`config.mk`:
```
export PLATFORM = sky130hd
export DESIGN_NAME = websocket_frame_deframer
export DESIGN_NICKNAME = d
export VERILOG_FILES = /design/src/rtl/wsd_pkg.sv /design/src/rtl/websocket_frame_deframer.sv /design/src/rtl/wsd_front.sv /design/src/rtl/wsd_queue.sv /design/src/rtl/wsd_back.sv
export SDC_FILE = /design/constraint.sdc
export NUM_CORES = 1
export LEC_CHECK = 0
export ABC_AREA = 1
export BUFFER_PORTS_ARGS = -buffer_cell sky130_fd_sc_hd__buf_4
export CORE_ASPECT_RATIO = 1.2
export CORE_MARGIN = 8
export CORE_UTILIZATION = 50
export CTS_BUF_LIST = sky130_fd_sc_hd__clkbuf_8
export CTS_CLUSTER_DIAMETER = 30
export DETAILED_ROUTE_END_ITERATION = 8
export PLACE_DENSITY_LB_ADDON = 0.08
export REMOVE_ABC_BUFFERS = 1
export SETUP_SLACK_MARGIN = 0.5
export SLEW_MARGIN = 40
export SYNTH_ARGS = -nofsm -noshare
export SYNTH_HDL_FRONTEND = slang
export SYNTH_SLANG_ARGS = --single-unit
```
`constraint.sdc`:
```
create_clock -name i_clk -period 8.5 [get_ports i_clk]
set_input_delay 0.425 -clock i_clk [delete_from_list [all_inputs] [get_ports i_clk]]
set_output_delay 0.425 -clock i_clk [all_outputs]
set_load 0.05 [all_outputs]
```
`src/rtl/wsd_pkg.sv`:
```
// Shared types and constants for the WebSocket frame deframer.
`timescale 1ns / 1ps
package wsd_pkg;

    // Decoded length kept to this many bits (16..64)
    localparam int LENGTH_BITS = 64;
    localparam logic [63:0] LEN_MASK = {64{1'b1}} >> (64 - LENGTH_BITS);

    // Seven-bit length codes that announce an extended length
    localparam logic [6:0] LEN_CODE_16 = 7'd126;
    localparam logic [6:0] LEN_CODE_64 = 7'd127;

    // Extended length and mask key byte counts
    localparam logic [3:0] EXT16_BYTES = 4'd2;
    localparam logic [3:0] EXT64_BYTES = 4'd8;
    localparam logic [3:0] KEY_BYTES   = 4'd4;

    // Queue between parser and output stage
    localparam int QDEPTH = 4;
    localparam int QAW    = $clog2(QDEPTH);

    // Output stream widths
    localparam int OUT_TDATA_W = 80;
    localparam int OUT_TUSER_W = 2;

    // Parser phases
    typedef enum logic [4:0] {
        PH_FLAGS   = 5'b00001,
        PH_LEN7    = 5'b00010,
        PH_EXTLEN  = 5'b00100,
        PH_MASK    = 5'b01000,
        PH_PAYLOAD = 5'b10000
    } t_phase;

    // One classified item from the parser, still masked
    typedef struct packed {
        logic [7:0]  raw_byte;
        logic [7:0]  key_byte;
        logic [7:0]  flags;
        logic [63:0] length;
        logic        masked;
        logic        empty;
        logic        frame_end;
    } t_item;

endpackage

```
`src/rtl/websocket_frame_deframer.sv`:
```
// Top level of the WebSocket frame deframer.
//
//  channel | dir | tdata (low bit up)                      | tlast     | tuser (low bit up)
//  s_axis  | in  | rx_byte[7:0]                            | -         | -
//  m_axis  | out | payload_byte, frame_flags, frame_length | frame_end | was_masked, empty_frame
//
// One byte is accepted per cycle while the queue has room; a payload byte is written
// into the queue at the edge that accepts it and then into the output register.
// Header bytes produce no output; a zero-length frame produces one item on its
// last header byte. i_rst_n (synchronous) clears the parser phase, the queue and
// the output valid. A 4-item queue absorbs output stalls; s_axis_tready drops
// only once that queue is full.
`timescale 1ns / 1ps
module websocket_frame_deframer (
    input  logic                            i_clk,
    input  logic                            i_rst_n,
    input  logic                            s_axis_tvalid,
    output logic                            s_axis_tready,
    input  logic [7:0]                      s_axis_tdata,  // rx_byte[7:0]
    output logic                            m_axis_tvalid,
    input  logic                            m_axis_tready,
    // payload_byte[7:0], frame_flags[15:8], frame_length[79:16]
    output logic [wsd_pkg::OUT_TDATA_W-1:0] m_axis_tdata,
    output logic                            m_axis_tlast,
    // was_masked[0], empty_frame[1]
    output logic [wsd_pkg::OUT_TUSER_W-1:0] m_axis_tuser
);
    import wsd_pkg::*;

    logic  accept;
    logic  push;
    logic  pop;
    logic  q_empty;
    logic  q_full;
    t_item front_item;
    t_item q_item;

    assign s_axis_tready = !q_full;
    assign accept        = s_axis_tvalid && s_axis_tready;

    wsd_front u_front (
        .i_clk    (i_clk),
        .i_rst_n  (i_rst_n),
        .i_accept (accept),
        .i_byte   (s_axis_tdata),
        .o_push   (push),
        .o_item   (front_item)
    );

    wsd_queue u_queue (
        .i_clk   (i_clk),
        .i_rst_n (i_rst_n),
        .i_push  (push),
        .i_item  (front_item),
        .i_pop   (pop),
        .o_item  (q_item),
        .o_empty (q_empty),
        .o_full  (q_full)
    );

    wsd_back u_back (
        .i_clk         (i_clk),
        .i_rst_n       (i_rst_n),
        .i_item        (q_item),
        .i_q_empty     (q_empty),
        .o_pop         (pop),
        .m_axis_tvalid (m_axis_tvalid),
        .m_axis_tready (m_axis_tready),
        .m_axis_tdata  (m_axis_tdata),
        .m_axis_tlast  (m_axis_tlast),
        .m_axis_tuser  (m_axis_tuser)
    );

endmodule

```
`src/rtl/wsd_front.sv`:
```
// Header parser: accepts received bytes and classifies them into queue items.
`timescale 1ns / 1ps
module wsd_front (
    input  logic          i_clk,
    input  logic          i_rst_n,
    input  logic          i_accept,
    input  logic [7:0]    i_byte,
    output logic          o_push,
    output wsd_pkg::t_item o_item
);
    import wsd_pkg::*;

    t_phase      r_phase,  n_phase;
    logic [3:0]  r_hidx,   n_hidx;
    logic [7:0]  r_flags,  n_flags;
    logic        r_masked, n_masked;
    logic [31:0] r_key,    n_key;
    logic [63:0] r_size,   n_size;
    logic [63:0] r_remain, n_remain;
    logic [1:0]  r_kidx,   n_kidx;
    logic        r_ext_long, n_ext_long;

    logic        fin_len;
    logic        fin_hdr;
    logic [63:0] sz_new;
    logic [63:0] shifted;
    logic [3:0]  hidx_inc;
    logic        is_end;
    logic [7:0]  key_sel;

    // Key byte for the current payload position, first key byte at index 0
    always_comb begin
        case (r_kidx)
            2'd0:    key_sel = r_key[31:24];
            2'd1:    key_sel = r_key[23:16];
            2'd2:    key_sel = r_key[15:8];
            2'd3:    key_sel = r_key[7:0];
            default: key_sel = 8'd0;
        endcase
    end

    // Next-state and item build
    always_comb begin
        n_phase    = r_phase;
        n_hidx     = r_hidx;
        n_flags    = r_flags;
        n_masked   = r_masked;
        n_key      = r_key;
        n_size     = r_size;
        n_remain   = r_remain;
        n_kidx     = r_kidx;
        n_ext_long = r_ext_long;
        fin_len    = 1'b0;
        fin_hdr    = 1'b0;
        sz_new     = '0;
        shifted    = {r_size[55:0], i_byte};
        hidx_inc   = r_hidx + 4'd1;
        is_end     = (r_remain == 64'd1);
        o_push     = 1'b0;
        o_item     = '0;

        if (i_accept) begin
            case (r_phase)
                PH_FLAGS: begin
                    n_flags  = i_byte;
                    n_masked = 1'b0;
                    n_key    = '0;
                    n_size   = '0;
                    n_hidx   = '0;
                    n_phase  = PH_LEN7;
                end
                PH_LEN7: begin
                    n_masked = i_byte[7];
                    n_hidx   = '0;
                    if (i_byte[6:0] < LEN_CODE_16) begin
                        fin_len = 1'b1;
                        sz_new  = {57'd0, i_byte[6:0]};
                    end else begin
                        n_ext_long = (i_byte[6:0] == LEN_CODE_64);
                        n_size     = '0;
                        n_phase    = PH_EXTLEN;
                    end
                end
                PH_EXTLEN: begin
                    n_hidx = hidx_inc;
                    if (hidx_inc >= (r_ext_long ? EXT64_BYTES : EXT16_BYTES)) begin
                        fin_len = 1'b1;
                        sz_new  = shifted;
                    end else begin
                        n_size = shifted;
                    end
                end
                PH_MASK: begin
                    n_key  = {r_key[23:0], i_byte};
                    n_hidx = hidx_inc;
                    if (hidx_inc >= KEY_BYTES) begin
                        fin_hdr = 1'b1;
                    end
                end
                PH_PAYLOAD: begin
                    o_push             = 1'b1;
                    o_item.raw_byte    = i_byte;
                    o_item.key_byte    = r_masked ? key_sel : 8'd0;
                    o_item.flags       = r_flags;
                    o_item.length      = r_size;
                    o_item.masked      = r_masked;
                    o_item.empty       = 1'b0;
                    o_item.frame_end   = is_end;
                    n_remain           = r_remain - 64'd1;
                    n_kidx             = r_kidx + 2'd1;
                    if (is_end) begin
                        n_phase = PH_FLAGS;
                    end
                end
                default: begin
                    n_phase = PH_FLAGS;
                end
            endcase

            // Length known: trim, then go for the key or finish the header
            if (fin_len) begin
                n_size = sz_new & LEN_MASK;
                n_hidx = '0;
                if (n_masked) begin
                    n_phase = PH_MASK;
                end else begin
                    fin_hdr = 1'b1;
                end
            end

            // Header complete: empty frame result or start of payload
            if (fin_hdr) begin
                n_hidx   = '0;
                n_kidx   = '0;
                n_remain = n_size;
                if (n_size == 64'd0) begin
                    o_push           = 1'b1;
                    o_item.raw_byte  = 8'd0;
                    o_item.key_byte  = 8'd0;
                    o_item.flags     = r_flags;
                    o_item.length    = n_size;
                    o_item.masked    = n_masked;
                    o_item.empty     = 1'b1;
                    o_item.frame_end = 1'b1;
                    n_phase          = PH_FLAGS;
                end else begin
                    n_phase = PH_PAYLOAD;
                end
            end
        end
    end

    // Control state
    always_ff @(posedge i_clk) begin
        if (!i_rst_n) begin
            r_phase    <= PH_FLAGS;
            r_hidx     <= '0;
            r_kidx     <= '0;
            r_masked   <= 1'b0;
            r_ext_long <= 1'b0;
            r_remain   <= '0;
        end else begin
            r_phase    <= n_phase;
            r_hidx     <= n_hidx;
            r_kidx     <= n_kidx;
            r_masked   <= n_masked;
            r_ext_long <= n_ext_long;
            r_remain   <= n_remain;
        end
    end

    // Header payload registers
    always_ff @(posedge i_clk) begin
        r_flags <= n_flags;
        r_key   <= n_key;
        r_size  <= n_size;
    end

endmodule

```
`src/rtl/wsd_queue.sv`:
```
// Short item queue between the parser and the output stage.
`timescale 1ns / 1ps
module wsd_queue (
    input  logic           i_clk,
    input  logic           i_rst_n,
    input  logic           i_push,
    input  wsd_pkg::t_item i_item,
    input  logic           i_pop,
    output wsd_pkg::t_item o_item,
    output logic           o_empty,
    output logic           o_full
);
    import wsd_pkg::*;

    t_item          r_mem [QDEPTH];
    logic [QAW-1:0] r_wr_ptr, n_wr_ptr;
    logic [QAW-1:0] r_rd_ptr, n_rd_ptr;
    logic [QAW:0]   r_count,  n_count;

    assign o_empty = (r_count == '0);
    assign o_full  = (r_count == (QAW+1)'(QDEPTH));
    assign o_item  = r_mem[r_rd_ptr];

    // Pointer and fill count update
    always_comb begin
        n_wr_ptr = r_wr_ptr;
        n_rd_ptr = r_rd_ptr;
        n_count  = r_count;
        if (i_push) begin
            n_wr_ptr = r_wr_ptr + 1'b1;
        end
        if (i_pop) begin
            n_rd_ptr = r_rd_ptr + 1'b1;
        end
        case ({i_push, i_pop})
            2'b10:   n_count = r_count + 1'b1;
            2'b01:   n_count = r_count - 1'b1;
            default: n_count = r_count;
        endcase
    end

    always_ff @(posedge i_clk) begin
        if (!i_rst_n) begin
            r_wr_ptr <= '0;
            r_rd_ptr <= '0;
            r_count  <= '0;
        end else begin
            r_wr_ptr <= n_wr_ptr;
            r_rd_ptr <= n_rd_ptr;
            r_count  <= n_count;
        end
    end

    // Entry storage
    always_ff @(posedge i_clk) begin
        if (i_push) begin
            r_mem[r_wr_ptr] <= i_item;
        end
    end

endmodule

```
`src/rtl/wsd_back.sv`:
```
// Output stage: unmasks queued items and holds them in the output register.
`timescale 1ns / 1ps
module wsd_back (
    input  logic                            i_clk,
    input  logic                            i_rst_n,
    input  wsd_pkg::t_item                  i_item,
    input  logic                            i_q_empty,
    output logic                            o_pop,
    output logic                            m_axis_tvalid,
    input  logic                            m_axis_tready,
    output logic [wsd_pkg::OUT_TDATA_W-1:0] m_axis_tdata,
    output logic                            m_axis_tlast,
    output logic [wsd_pkg::OUT_TUSER_W-1:0] m_axis_tuser
);
    import wsd_pkg::*;

    logic                   r_valid;
    logic [OUT_TDATA_W-1:0] r_data, n_data;
    logic                   r_last;
    logic [OUT_TUSER_W-1:0] r_user;

    // Load the output register whenever it is free or being taken
    assign o_pop  = !i_q_empty && (!r_valid || m_axis_tready);
    assign n_data = {i_item.length, i_item.flags, i_item.raw_byte ^ i_item.key_byte};

    always_ff @(posedge i_clk) begin
        if (!i_rst_n) begin
            r_valid <= 1'b0;
        end else if (o_pop) begin
            r_valid <= 1'b1;
        end else if (m_axis_tready) begin
            r_valid <= 1'b0;
        end
    end

    always_ff @(posedge i_clk) begin
        if (o_pop) begin
            r_data <= n_data;
            r_last <= i_item.frame_end;
            r_user <= {i_item.empty, i_item.masked};
        end
    end

    assign m_axis_tvalid = r_valid;
    assign m_axis_tdata  = r_data;
    assign m_axis_tlast  = r_last;
    assign m_axis_tuser  = r_user;

endmodule

```
# Yosys cells after proc, flatten, opt, wreduce, memory -nomap -nowiden
# Memory sizes are Yosys's and may differ from the RTL's. A register that Yosys moved wholly into a read port is not among the register bits.
# Cells that the tools add are included.
# totals
ff_bits,272
latch_bits,0
ramBits,364
romBits,0
in_bits,12
out_inout_bits,85
wordCells,115
memories,1
# memory_table
name,depth,word_bits,read_ports,rd_clocked_by_memory_dff,write_ports,line_no,text
u_queue.r_mem,4,91,1,1,1,wsd_queue.sv:15,t_item r_mem [QDEPTH];
# classes
add_sub_neg,7
n_mul,0
n_div,0
n_lt_le_gt_ge,3
eq_ne,13
shifts,0
muxes,52
n_bitwise,2
n_reduce_logical,21
# ops
cell,n
64-bit 2-to-1 mux,7
91-bit 2-to-1 mux,4
64-bit case mux with 3 select lines,1
64-bit case mux with 2 select lines,1
"64-bit by 1-bit equality test with 1-bit output, second input constant",1
64-bit logical NOT,1
32-bit case mux with 2 select lines,1
"64-bit by 1-bit subtractor with 64-bit output, second input constant",1
8-bit case mux with 4 select lines,1
5-bit 2-to-1 mux,6
5-bit case mux with 4 select lines,1
1-bit 2-to-1 mux,17
4-bit 2-to-1 mux,3
2-bit 2-to-1 mux,4
8-bit 2-to-1 mux,1
4-bit case mux with 2 select lines,1
2-bit AND reduction,4
2-bit nonzero test,4
8-bit bitwise XOR,1
"7-bit equality test, second input constant",1
"7-bit less-than comparator, second input constant",1
7-bit 2-to-1 mux,1
"2-bit by 1-bit adder with 2-bit output, second input constant",3
"2-bit equality test, second input constant",3
23 further kinds,29

# Longest topological paths before layout
# Gate-level depths: netlist of run 1.
# depth
word_depth,13
mapped_depth,29
mapped_depth_nobuf,28

# By module
# Synthesis of run 1 repeated with hierarchy kept, for this count alone.
# hier_totals
cells_unflattened,2575
area_unflattened_um2,27585.2
# by_module_without_submodules
module,instances,cells_per_inst,area_each_um2,seq_area_each_um2
wsd_queue,1,937,13925.9,11110.7
wsd_front,1,1538,11035.6,4664.5
wsd_back,1,97,2610.0,2512.4
websocket_frame_deframer,1,3,13.8,0.0

# Worst setup path after synthesis of run 1
# OpenSTA, ideal clock, no wires.
# synth_timing
kind,register to register
startpoint,register u_front.r_hidx[0]
endpoint,memory u_queue.r_mem[0][0] in the netlist's numbering (enable)
setup_ns,0.541
arrival_ns,6.236
required_time_ns,7.959
path_slack_ns,1.723
path_stages_with_launch,19
path_buffers,0
synth_period_minus_slack_ns,6.777
cell_sequence,dfxtp_1 -> ha_1 -> inv_1 -> ha_1 -> a21oi_1 -> nand2_1 -> nand2_1 -> nand2_1 -> nand2_2 -> inv_1 -> nand2_1 -> nand3_1 -> a21boi_0 -> nand3_1 -> nor2_2 -> nand3_4 -> inv_2 -> nor2_2 -> nor2_1
# synth_between
elab_chain_len,13
word_cells_on_any_way,23
classes_between,add/sub: 1; order compare: 2; mux: 19; reduce/logical: 1
# synth_rtl
element,line_no,text
from (decl),wsd_front.sv:14,"logic [3:0] r_hidx, n_hidx;"
from (signal assigned),wsd_front.sv:164,r_hidx <= n_hidx;
4-bit by 1-bit adder with 4-bit output (*),wsd_front.sv:57,hidx_inc = r_hidx + 4'd1;
4-bit >= comparator,wsd_front.sv:86,if (hidx_inc >= (r_ext_long ? EXT64_BYTES : EXT16_BYTES)) begin
1-bit 2-to-1 mux,wsd_front.sv:86,
1-bit case mux with 2 select lines,wsd_front.sv:63,case (r_phase)
1-bit 2-to-1 mux,wsd_front.sv:62,if (i_accept) begin
64-bit 2-to-1 mux,wsd_front.sv:121,if (fin_len) begin
64-bit 2-to-1 mux,wsd_front.sv:62,
64-bit logical NOT,wsd_front.sv:136,if (n_size == 64'd0) begin
1-bit 2-to-1 mux,wsd_front.sv:136,
1-bit 2-to-1 mux (*),wsd_front.sv:132,if (fin_hdr) begin
1-bit 2-to-1 mux (*),wsd_front.sv:62,
1-bit 2-to-1 mux (*),wsd_queue.sv:56,if (i_push) begin
1-bit 2-to-1 mux (not written as such) (*),wsd_queue.sv:57,r_mem[r_wr_ptr] <= i_item;
to (decl),wsd_queue.sv:15,
# Every way passes the cells marked *; elsewhere a longest branch is shown, timed or not. The select of a mux whose other input is x is not followed.

# Worst setup path in the final report of run 1
# layout_timing
startpoint,register u_front.r_phase[2]
endpoint,memory u_queue.r_mem[2][11] in the netlist's numbering (enable)
# layout_between
elab_chain_len,11
word_cells_on_any_way,24
classes_between,eq/ne: 5; mux: 18; reduce/logical: 1
# layout_rtl
element,line_no,text
from (decl),wsd_front.sv:13,"t_phase r_phase, n_phase;"
from (signal assigned),wsd_front.sv:163,r_phase <= n_phase;
5-bit by 3-bit equality test with 1-bit output / 5-bit by 2-bit equality test with 1-bit output (equally long branches),wsd_front.sv:63,
1-bit case mux with 2 select lines,wsd_front.sv:63,
1-bit 2-to-1 mux,wsd_front.sv:62,
64-bit 2-to-1 mux,wsd_front.sv:121,
64-bit 2-to-1 mux,wsd_front.sv:62,
64-bit logical NOT,wsd_front.sv:136,
1-bit 2-to-1 mux,wsd_front.sv:136,
1-bit 2-to-1 mux (*),wsd_front.sv:132,
1-bit 2-to-1 mux (*),wsd_front.sv:62,
1-bit 2-to-1 mux (*),wsd_queue.sv:56,
1-bit 2-to-1 mux (not written as such) (*),wsd_queue.sv:57,
# Marked as above.

==> out/summary.txt, run 1 <==
Peak Freq -> 189 MHz
sequential cell area fraction in the yosys report -> 0.674
nets@finish -> 2669
Routed WL -> 70000 um
setup TNS -> 0 ps
CTS buffer count -> 120
I/O pin cnt -> 97
crit path launch type -> flop
drt first-iter violations -> 1662
largest area contributor in the netlist -> edfxtp_1
Post-synth EDFFs -> 551
synth warn -> 0
overall die width -> 229 um
die area -> 62000 um2
Top cell by count, worst path -> inv_2
row cnt -> 93
CP max FO -> 76
DR DRC count -> 0
Fin. Hold Viols -> 0
ys async rst share -> 0
#FFs+latches synth -> 638
Psw -> 0.00397 W
CP top delay family -> simple AND/OR/NAND/NOR gates
Finished Core Util -> 0.585
HPWL Detailed -> 43600 um
commonest cells after routing, fill and taps aside -> edfxtp_1, nor2_1, o21ai_0
critical path cell sequence -> inv_1 -> nor2_1 -> nand3_2 -> inv_2 -> nand2_2 -> nand2_4 -> inv_2 -> a21boi_1 -> nand2_1 -> nor2_1 -> nand2_1 -> nor2_2 -> nand3_4 -> inv_2 -> nor2_4 -> nor2_4 -> buf_12
deepest clock path buffer count -> 3
CTS Sinks -> 638
crit path DAT -> 5610 ps
core area -> 53600 um2
commonest non-fill, non-tap cell in the layout -> edfxtp_1
TritonCTS clock tree -> built
initial core utilization -> 0.506
RSZ-0062 raised after global routing -> false
first-pass GRT wire length -> 108000 um
CTS HTree Levels -> 3
Syn Area/Cell -> 10.8 um2
post_cts resized -> 0
Tcrit/Tclk final -> 0.623
Peak supply drop -> 0.000249 V
Worst EP required -> 8810 ps
clock share of power -> 0.306
crit path max-delay cell type -> inv_2
Final Skew -> 33.9 ps
Clock transition at path regs -> 60 ps
Comb pwr share -> 0.312
final setup violation count -> 0
slew margin rel. -> 0.426
Power Density -> 343 nW/um2
CP Class -> flop to flop
Vias -> 19.1k
Mapped Cells -> 2519
Internal -> 0.00679 W
remaining antenna violation count after routing -> 0
prevailing post-synth register cell -> edfxtp_1
clock latency on the worst-skew pair -> 700 ps
Synth cell types -> 51
Synth area leaders -> edfxtp_1, dfxtp_1, nor2_1
final hold slack -> 220 ps
Crit. End Element -> flop
GRT overflow -> 0
Buf/Inv on CP -> 5
Worst Hold Class -> primary input to flop
Slew Viols, Final -> 0
worst slew pin tran -> 860 ps
Final min period -> 5290 ps
Leakage -> 11.6 nW
top-area cell type share of the netlist area -> 0.610
Switching Share -> 0.369
Flop pwr share -> 0.381
Syn-to-layout area delta -> 15.6%
Die H -> 271 um
vias in the first global route -> 18.6k
largest net degree at the start of global routing -> 95
root buf cell -> clkbuf_8
Cell Area, Synth -> 27100 um2
GRT Total Usage -> 0.221
status -> finished clean
Max Cap Viol -> 0
WL/cell -> 20.3 um
Placer Congestion -> 0.927
vias per inst -> 5.53
slowest stage delay, CP -> 910 ps
initial antenna violation count -> 1
DRT Pass-1 Iters -> 7
# port buffers -> 96
setup bufs post-CTS -> 0
share of layout cells above drive strength 1 -> 0.128
metrics by stage:
step           setup slack, ps  total power [W]  cells  cell area, um2
6_report                  3210           0.0108   3451           31400
5_1_grt                   2820           0.0113   3451           31400
4_1_cts                   3170           0.0109   3449           31300
3_3_place_gp              3060          0.00750   3221           28500
2_1_floorplan              370          0.00646   2392           26600
3_5_place_dp              3210          0.00754   3223           28600
Yosys cell counts, types with 5 or more instances:
cell      instances
nand2_1         245
inv_2             8
edfxtp_1        551
nor3_1           65
a21oi_1          96
clkbuf_1         99
nand4_1          14
a311oi_1          8
buf_2            14
a31oi_1          31
dfxtp_1          87
o22ai_1         115
ha_1             14
xnor2_1          21
nor4_1            9
xor2_1           23
nand3_1          49
buf_1             5
inv_1           248
nor2_1          434
nor2_2           11
a22oi_1           6
o21ai_0         290
o21ai_1          24
tightest hold or removal path, delay by kind of cell:
family                 cells  cell delay, ps
buffers and inverters      2             120
AO/OA/AOI/OAI              1             190
AND/OR/NAND/NOR            1             110
per-layer routing:
metal | global-route usage | share of wire | vias to the layer above
met2 | 0.369 | 0.48 | 561
met5 | 0 | 0 | -
li1 | - | - | 9071
met3 | 0.0329 | 0.052 | 114
met1 | 0.294 | 0.44 | 9341
met4 | 0.0777 | 0.026 | 0
layout make-up:
class / instances / area [um2]
clock buffers: 123 / 1690
clock inverters: 95 / 1000
inverters: 260 / 985
multi-input cells: 1494 / 7410
repair buffers: 128 / 1090
well taps: 712 / 891
flip-flops and latches: 638 / 18300
fillers: 4486 / 22300
diodes: 1 / 2.50
cells by family (layout without fill, tap and decap cells):
| family | Yosys count | count (layout) | synth area share |
|---|---|---|---|
| adders and majority gates | 15 | 15 | 0.00719 |
| other | 0 | 1 | 0 |
| and+or+nand+nor | 844 | 844 | 0.129 |
| xor gates and xnor gates | 44 | 44 | 0.0142 |
| AOI/OAI and AO/OA | 591 | 591 | 0.120 |
| DFF | 638 | 638 | 0.674 |
| buffers and inverters | 387 | 606 | 0.0558 |
registers in the layout, indices dropped and copies added, names as in the netlist, 3 cells and up, named ones only:
name	count
u_front.r_phase	5
u_queue.r_count	3
u_front.r_key	32
u_front.r_remain	64
u_front.r_size	64
u_back.m_axis_tdata	80
u_front.r_hidx	4
u_queue.r_mem	364
u_front.r_flags	8
power by group through the flow:
| stage | Combinational, W | Sequential (W) | Clock [W] |
|---|---|---|---|
| 2_1_floorplan | 0.00145 | 0.00500 | 0 |
| 3_3_place_gp | 0.00334 | 0.00416 | 0 |
| 3_5_place_dp | 0.00337 | 0.00416 | 0 |
| 4_1_cts | 0.00339 | 0.00411 | 0.00336 |
| 5_1_grt | 0.00365 | 0.00414 | 0.00350 |
| 6_report | 0.00336 | 0.00410 | 0.00330 |
what timing repair did:
item	in CTS	in global routing
endpoints found under the hold margin	8	0
hold buffers	8	0
setup endpoints to repair	0	0
worst paths after layout:
check	depth (start not counted)	start	end	slack [ps]
hold reg to reg	1	u_queue.r_count[0]	u_queue.r_count[0]	460
setup reg to reg	17	u_front.r_phase[2]	u_queue.r_mem[2][11]	3210
setup / recovery	17	u_front.r_phase[2]	u_queue.r_mem[2][11]	3210
hold / removal	4	m_axis_tready	u_back.m_axis_tvalid	220
Note: power is estimated with default switching activity, not from simulation.
==> run 2, diff against run 1 <==
==> constraint.sdc (replaced) <==
create_clock -name i_clk -period 5.1 [get_ports i_clk]
set_input_delay 0.255 -clock i_clk [delete_from_list [all_inputs] [get_ports i_clk]]
set_output_delay 0.255 -clock i_clk [all_outputs]
set_load 0.05 [all_outputs]
==> out/summary.txt, run 2 (synthesis gave the netlist of run 1 again) <==
die area -> 62000 um2
r2r worst-path depth -> 20
clock latency on the worst-skew pair -> 730 ps
CP max FO -> 33
I/O pin cnt -> 97
Top reg by flops -> u_queue.r_mem
Inst Count DP -> 3236
final setup violation count -> 0
initial antenna violation count -> 1
crit path launch type -> flop
vias per inst -> 5.55
crit path max-delay cell type -> nor2_4
setup bufs post-CTS -> 0
slowest stage delay, CP -> 410 ps
overall die width -> 229 um
Max Cap Viol -> 0
GRT Total Usage -> 0.223
Crit. End Element -> flop
Fin. Hold Viols -> 0
final worst setup slack -> 1060 ps
Die H -> 271 um
M2 GR Usage -> 0.369
TritonCTS clock tree -> built
HPWL Detailed -> 44500 um
Power Density -> 563 nW/um2
DR DRC count -> 0
remaining antenna violation count after routing -> 0
RSZ-0062 raised after global routing -> false
Routed WL -> 70700 um
CP Class -> flop to flop
commonest cells after routing, fill and taps aside -> edfxtp_1, nor2_1, o21ai_0
WL/cell -> 20.4 um
root buf cell -> clkbuf_8
core area -> 53600 um2
drt first-iter violations -> 1817
CTS HTree Levels -> 3
Tcrit/Tclk final -> 0.792
met3 global-route usage -> 0.0331
max FFs per register -> 364
Clock transition at path regs -> 60 ps
Setup WS pre-CTS -> 854 ps
Worst Hold Class -> primary input to flop
Layout Cells excl Fill -> 3474
first-pass GRT wire length -> 109000 um
Slew Viols, Final -> 0
Worst Hold Depth -> 2
Top cell by count, worst path -> nand2_1
largest net degree at the start of global routing -> 90
Final Skew -> 37.5 ps
gr busiest metal -> met2
crit path DAT -> 4420 ps
Worst EP required -> 5480 ps
Leakage -> 11.7 nW
Placer Congestion -> 0.900
met1 global-route usage -> 0.299
Vias -> 19.3k
share of layout cells above drive strength 1 -> 0.132
worst slew pin tran -> 795 ps
critical path cell sequence -> ha_1 -> inv_1 -> ha_1 -> a21oi_1 -> nand2_1 -> nand2_1 -> nand2_1 -> nand2_2 -> nand2_4 -> inv_2 -> a21boi_1 -> nand2_1 -> nor2_1 -> nand2_1 -> nor2_2 -> nand3_4 -> inv_2 -> nor2_4 -> nor2_4 -> buf_12
# port buffers -> 96
GRT overflow -> 0
Peak supply drop -> 0.000337 V
nets@finish -> 2683
cell area after layout -> 31400 um2
vias in the first global route -> 18.9k
DRT Pass-1 Iters -> 5
CTS Sinks -> 638
deepest clock path buffer count -> 3
CTS buffer count -> 118
commonest non-fill, non-tap cell in the layout -> edfxtp_1
Final min period -> 4040 ps
initial core utilization -> 0.506
row cnt -> 93
final hold slack -> 306 ps
Peak Freq -> 247 MHz
status -> finished clean
Syn-to-layout area delta -> 15.6%
slew margin rel. -> 0.465
DP Area -> 28700 um2
-- run 2: cell types whose count changed in the layout (fill, tap and decap cells not counted), moves of 8 or more --
cell        delta
clkinv_2       +8
clkinvlp_4    -10
bufinv_16      -9
buf_12         +8
buf_4         +14
inv_1         +13
-- run 2: layout make-up --
class / instances / area, um2
antenna: 1 / 2.50
clock buffer: 126 / 1730
clock inverter: 99 / 810
fill: 4533 / 22300
inverter: 260 / 985
multi-input combinational: 1494 / 7410
sequential: 638 / 18300
tap: 712 / 891
timing repair buffer: 144 / 1250
-- run 2: critical path, delay by kind of cell (launching register included) --
family / cells / cell delay, ps
adder cells (fa/ha/maj): 2 / 560
flip-flops: 1 / 340
buffers and inverters: 4 / 570
AND/OR/NAND/NOR: 12 / 1830
AO/OA/AOI/OAI: 2 / 340
-- run 2: what timing repair did --
action	CTS	global route
gates resized for setup	0	4
endpoints found under the hold margin	27	7
setup endpoints to repair	0	16
hold buffers	9	1
-- run 2: path summary, 6_finish.rpt --
path                      start                   end  slack, ps
min             s_axis_tdata[7]    u_front.r_flags[7]        310
max reg2reg   u_front.r_hidx[0]  u_queue.r_mem[3][38]       1060
max           u_front.r_hidx[0]  u_queue.r_mem[3][38]       1060
min reg2reg  u_queue.r_count[0]    u_queue.r_count[0]        450
-- run 2: power by group --
| group | total, W | internal (W) | switching [W] | leakage (nW) |
|---|---|---|---|---|
| clock network | 0.00514 | 0.00290 | 0.00224 | 1.41 |
| logic | 0.00562 | 0.00152 | 0.00410 | 4.82 |
| registers | 0.00689 | 0.00655 | 0.000340 | 5.52 |
-- run 2: routing by layer --
layer	vias to the layer above	wire [um]
met5	-	0
met4	0	1490
met3	102	4010
met2	602	34200
met1	9455	31000
li1	9111	-
-- run 2: stage by stage --
stage / total power [W] / TNS, ps / utilization
final: 0.0177 / 0 / 0.585
after floorplan: 0.0108 / -1170420 / -
after detailed placement: 0.0126 / 0 / 0.534
after global routing: 0.0185 / 0 / 0.585
after CTS: 0.0178 / 0 / 0.583
after global placement: 0.0126 / 0 / 0.534
==> run 3, diff against run 2 <==
==> constraint.sdc (replaced) <==
create_clock -name i_clk -period 3.4 [get_ports i_clk]
set_input_delay 0.17 -clock i_clk [delete_from_list [all_inputs] [get_ports i_clk]]
set_output_delay 0.17 -clock i_clk [all_outputs]
set_load 0.05 [all_outputs]
==> out/summary.txt, run 3 (synthesis gave the netlist of run 1 again) <==
deepest clock path buffer count -> 3
Tcrit/Tclk final -> 1.00
die area -> 62000 um2
Placer Congestion -> 0.879
Clock transition at path regs -> 60 ps
Crit. End Element -> flop
RSZ-0062 raised after global routing -> true
GRT overflow -> 0
failing checks -> setup timing
Worst EP required -> 3800 ps
crit path launch type -> flop
overall die width -> 229 um
total power -> 0.0273 W
largest net degree at the start of global routing -> 143
max FFs per register -> 364
CTS Sinks -> 638
Storage cell area -> 18300 um2
setup TNS -> -9.20 ps
nets@finish -> 2834
CTS HTree Levels -> 3
met1 global-route usage -> 0.301
DR DRC count -> 0
Slew Viols, Final -> 0
final setup violation count -> 3
Vias -> 19.9k
Top reg by flops -> u_queue.r_mem
Leakage -> 12.8 nW
vias in the first global route -> 19.7k
initial core utilization -> 0.506
crit path DAT -> 3800 ps
share of layout cells above drive strength 1 -> 0.191
Max Cap Viol -> 0
M2 GR Usage -> 0.386
cell area after layout -> 33700 um2
WL/cell -> 20.4 um
commonest non-fill, non-tap cell in the layout -> edfxtp_1
I/O pin cnt -> 97
final worst setup slack -> -4.27 ps
Peak Freq -> 294 MHz
CP Class -> flop to flop
root buf cell -> clkbuf_8
CP max FO -> 15
clock latency on the worst-skew pair -> 710 ps
Routed WL -> 73900 um
Power Density -> 808 nW/um2
Final min period -> 3400 ps
Fin. Hold Viols -> 0
row cnt -> 93
CTS buffer count -> 115
Final Skew -> 27.7 ps
TritonCTS clock tree -> built
DP Area -> 29700 um2
GRT Total Usage -> 0.230
area occupied by multi-input gates -> 7610 um2
Syn-to-layout area delta -> 24.3%
remaining antenna violation count after routing -> 0
worst slew pin tran -> 833 ps
Setup WS pre-CTS -> -145 ps
vias per inst -> 5.49
initial antenna violation count -> 1
commonest cells after routing, fill and taps aside -> edfxtp_1, nor2_1, o21ai_0
first-pass GRT wire length -> 113000 um
HPWL Detailed -> 47400 um
slew margin rel. -> 0.444
gr busiest metal -> met2
Worst Hold Class -> primary input to flop
core area -> 53600 um2
drt first-iter violations -> 1718
Peak supply drop -> 0.000706 V
FILL cells -> 4285
DRT Pass-1 Iters -> 5
Die H -> 271 um
final hold slack -> 70.1 ps
status -> finished with violations
# port buffers -> 96
met3 global-route usage -> 0.0380
-- run 3: changes by cell type in the layout (fill, tap and decap cells not counted), moves of 5 or more --
| cell | before | now |
|---|---|---|
| buf_4 | 121 | 197 |
| buf_12 | 11 | 48 |
| buf_6 | 2 | 22 |
| nand3_1 | 49 | 35 |
| buf_16 | 0 | 11 |
| inv_1 | 278 | 268 |
| nand3_2 | 1 | 11 |
| clkinvlp_4 | 7 | 15 |
| bufinv_16 | 11 | 18 |
| clkbuf_16 | 0 | 7 |
| a21oi_1 | 96 | 90 |
| a21oi_2 | 0 | 6 |
| clkinv_2 | 23 | 17 |
| inv_6 | 9 | 4 |
-- run 3: routing by layer --
metal / wire length [um] / vias to the layer above / share of wire
li1: - / 9409 / -
met2: 36200 / 634 / 0.49
met1: 31600 / 9718 / 0.43
met3: 4330 / 110 / 0.059
met5: 0 / - / 0
met4: 1810 / 0 / 0.024
-- run 3: area by class of cell --
| class | instances | share of cell area |
|---|---|---|
| Inverter | 260 | 0.0291 |
| Tap cell | 712 | 0.0264 |
| Timing Repair Buffer | 298 | 0.0980 |
| Clock buffer | 125 | 0.0510 |
| Multi-Input combinational cell | 1494 | 0.226 |
| Sequential cell | 638 | 0.542 |
| Clock inverter | 90 | 0.0276 |
| Antenna cell | 1 | 0.0000742 |
-- run 3: worst paths after layout --
path | from | to | slack, ps | cells past startpoint
setup / recovery | u_front.r_hidx[1] | u_queue.r_mem[3][13] | -4 | 23
hold / removal | s_axis_tdata[2] | u_front.r_ext_long | 70 | 7
setup reg to reg | u_front.r_hidx[1] | u_queue.r_mem[3][13] | -4 | 23
hold reg to reg | u_queue.r_count[0] | u_queue.r_count[0] | 460 | 1
-- run 3: power breakdown --
group / switching, W / internal [W] / total, W
sequential: 0.000496 / 0.00983 / 0.0103
clock: 0.00330 / 0.00481 / 0.00811
combinational: 0.00625 / 0.00258 / 0.00883
total: 0.0100 / 0.0172 / 0.0273
-- run 3: through the flow --
stage | instances | util
floorplan | 2392 | -
global placement | 3327 | 0.553
detailed placement | 3327 | 0.553
CTS | 3602 | 0.622
global route | 3618 | 0.629
finish | 3618 | 0.629
-- run 3: what timing repair did --
item,4_1_cts,5_1_grt
endpoints found under the setup margin,493,498
hold buffers,11,0
gates resized for setup,58,43
hold endpoints to repair,85,0
cloned,8,8
buffers inserted,41,7
pin swaps,21,12
-- run 3: worst max-delay path, cell delays in order, from the launching register on --
cell      delay [ps]
dfxtp_4          360
ha_4             270
inv_2             40
ha_4             200
a21oi_2          140
nand2_2           90
nand2_4           80
nand2_4           70
buf_12           150
nand3_4           60
nand3_2           70
a21boi_2         170
nand2_1           70
nor2_1           110
nand2_1          110
nor2_4           130
nand3_4           90
inv_4             70
nor2_4            40
buf_6            140
buf_6            110
nor2_4           130
buf_12           180
buf_12           170
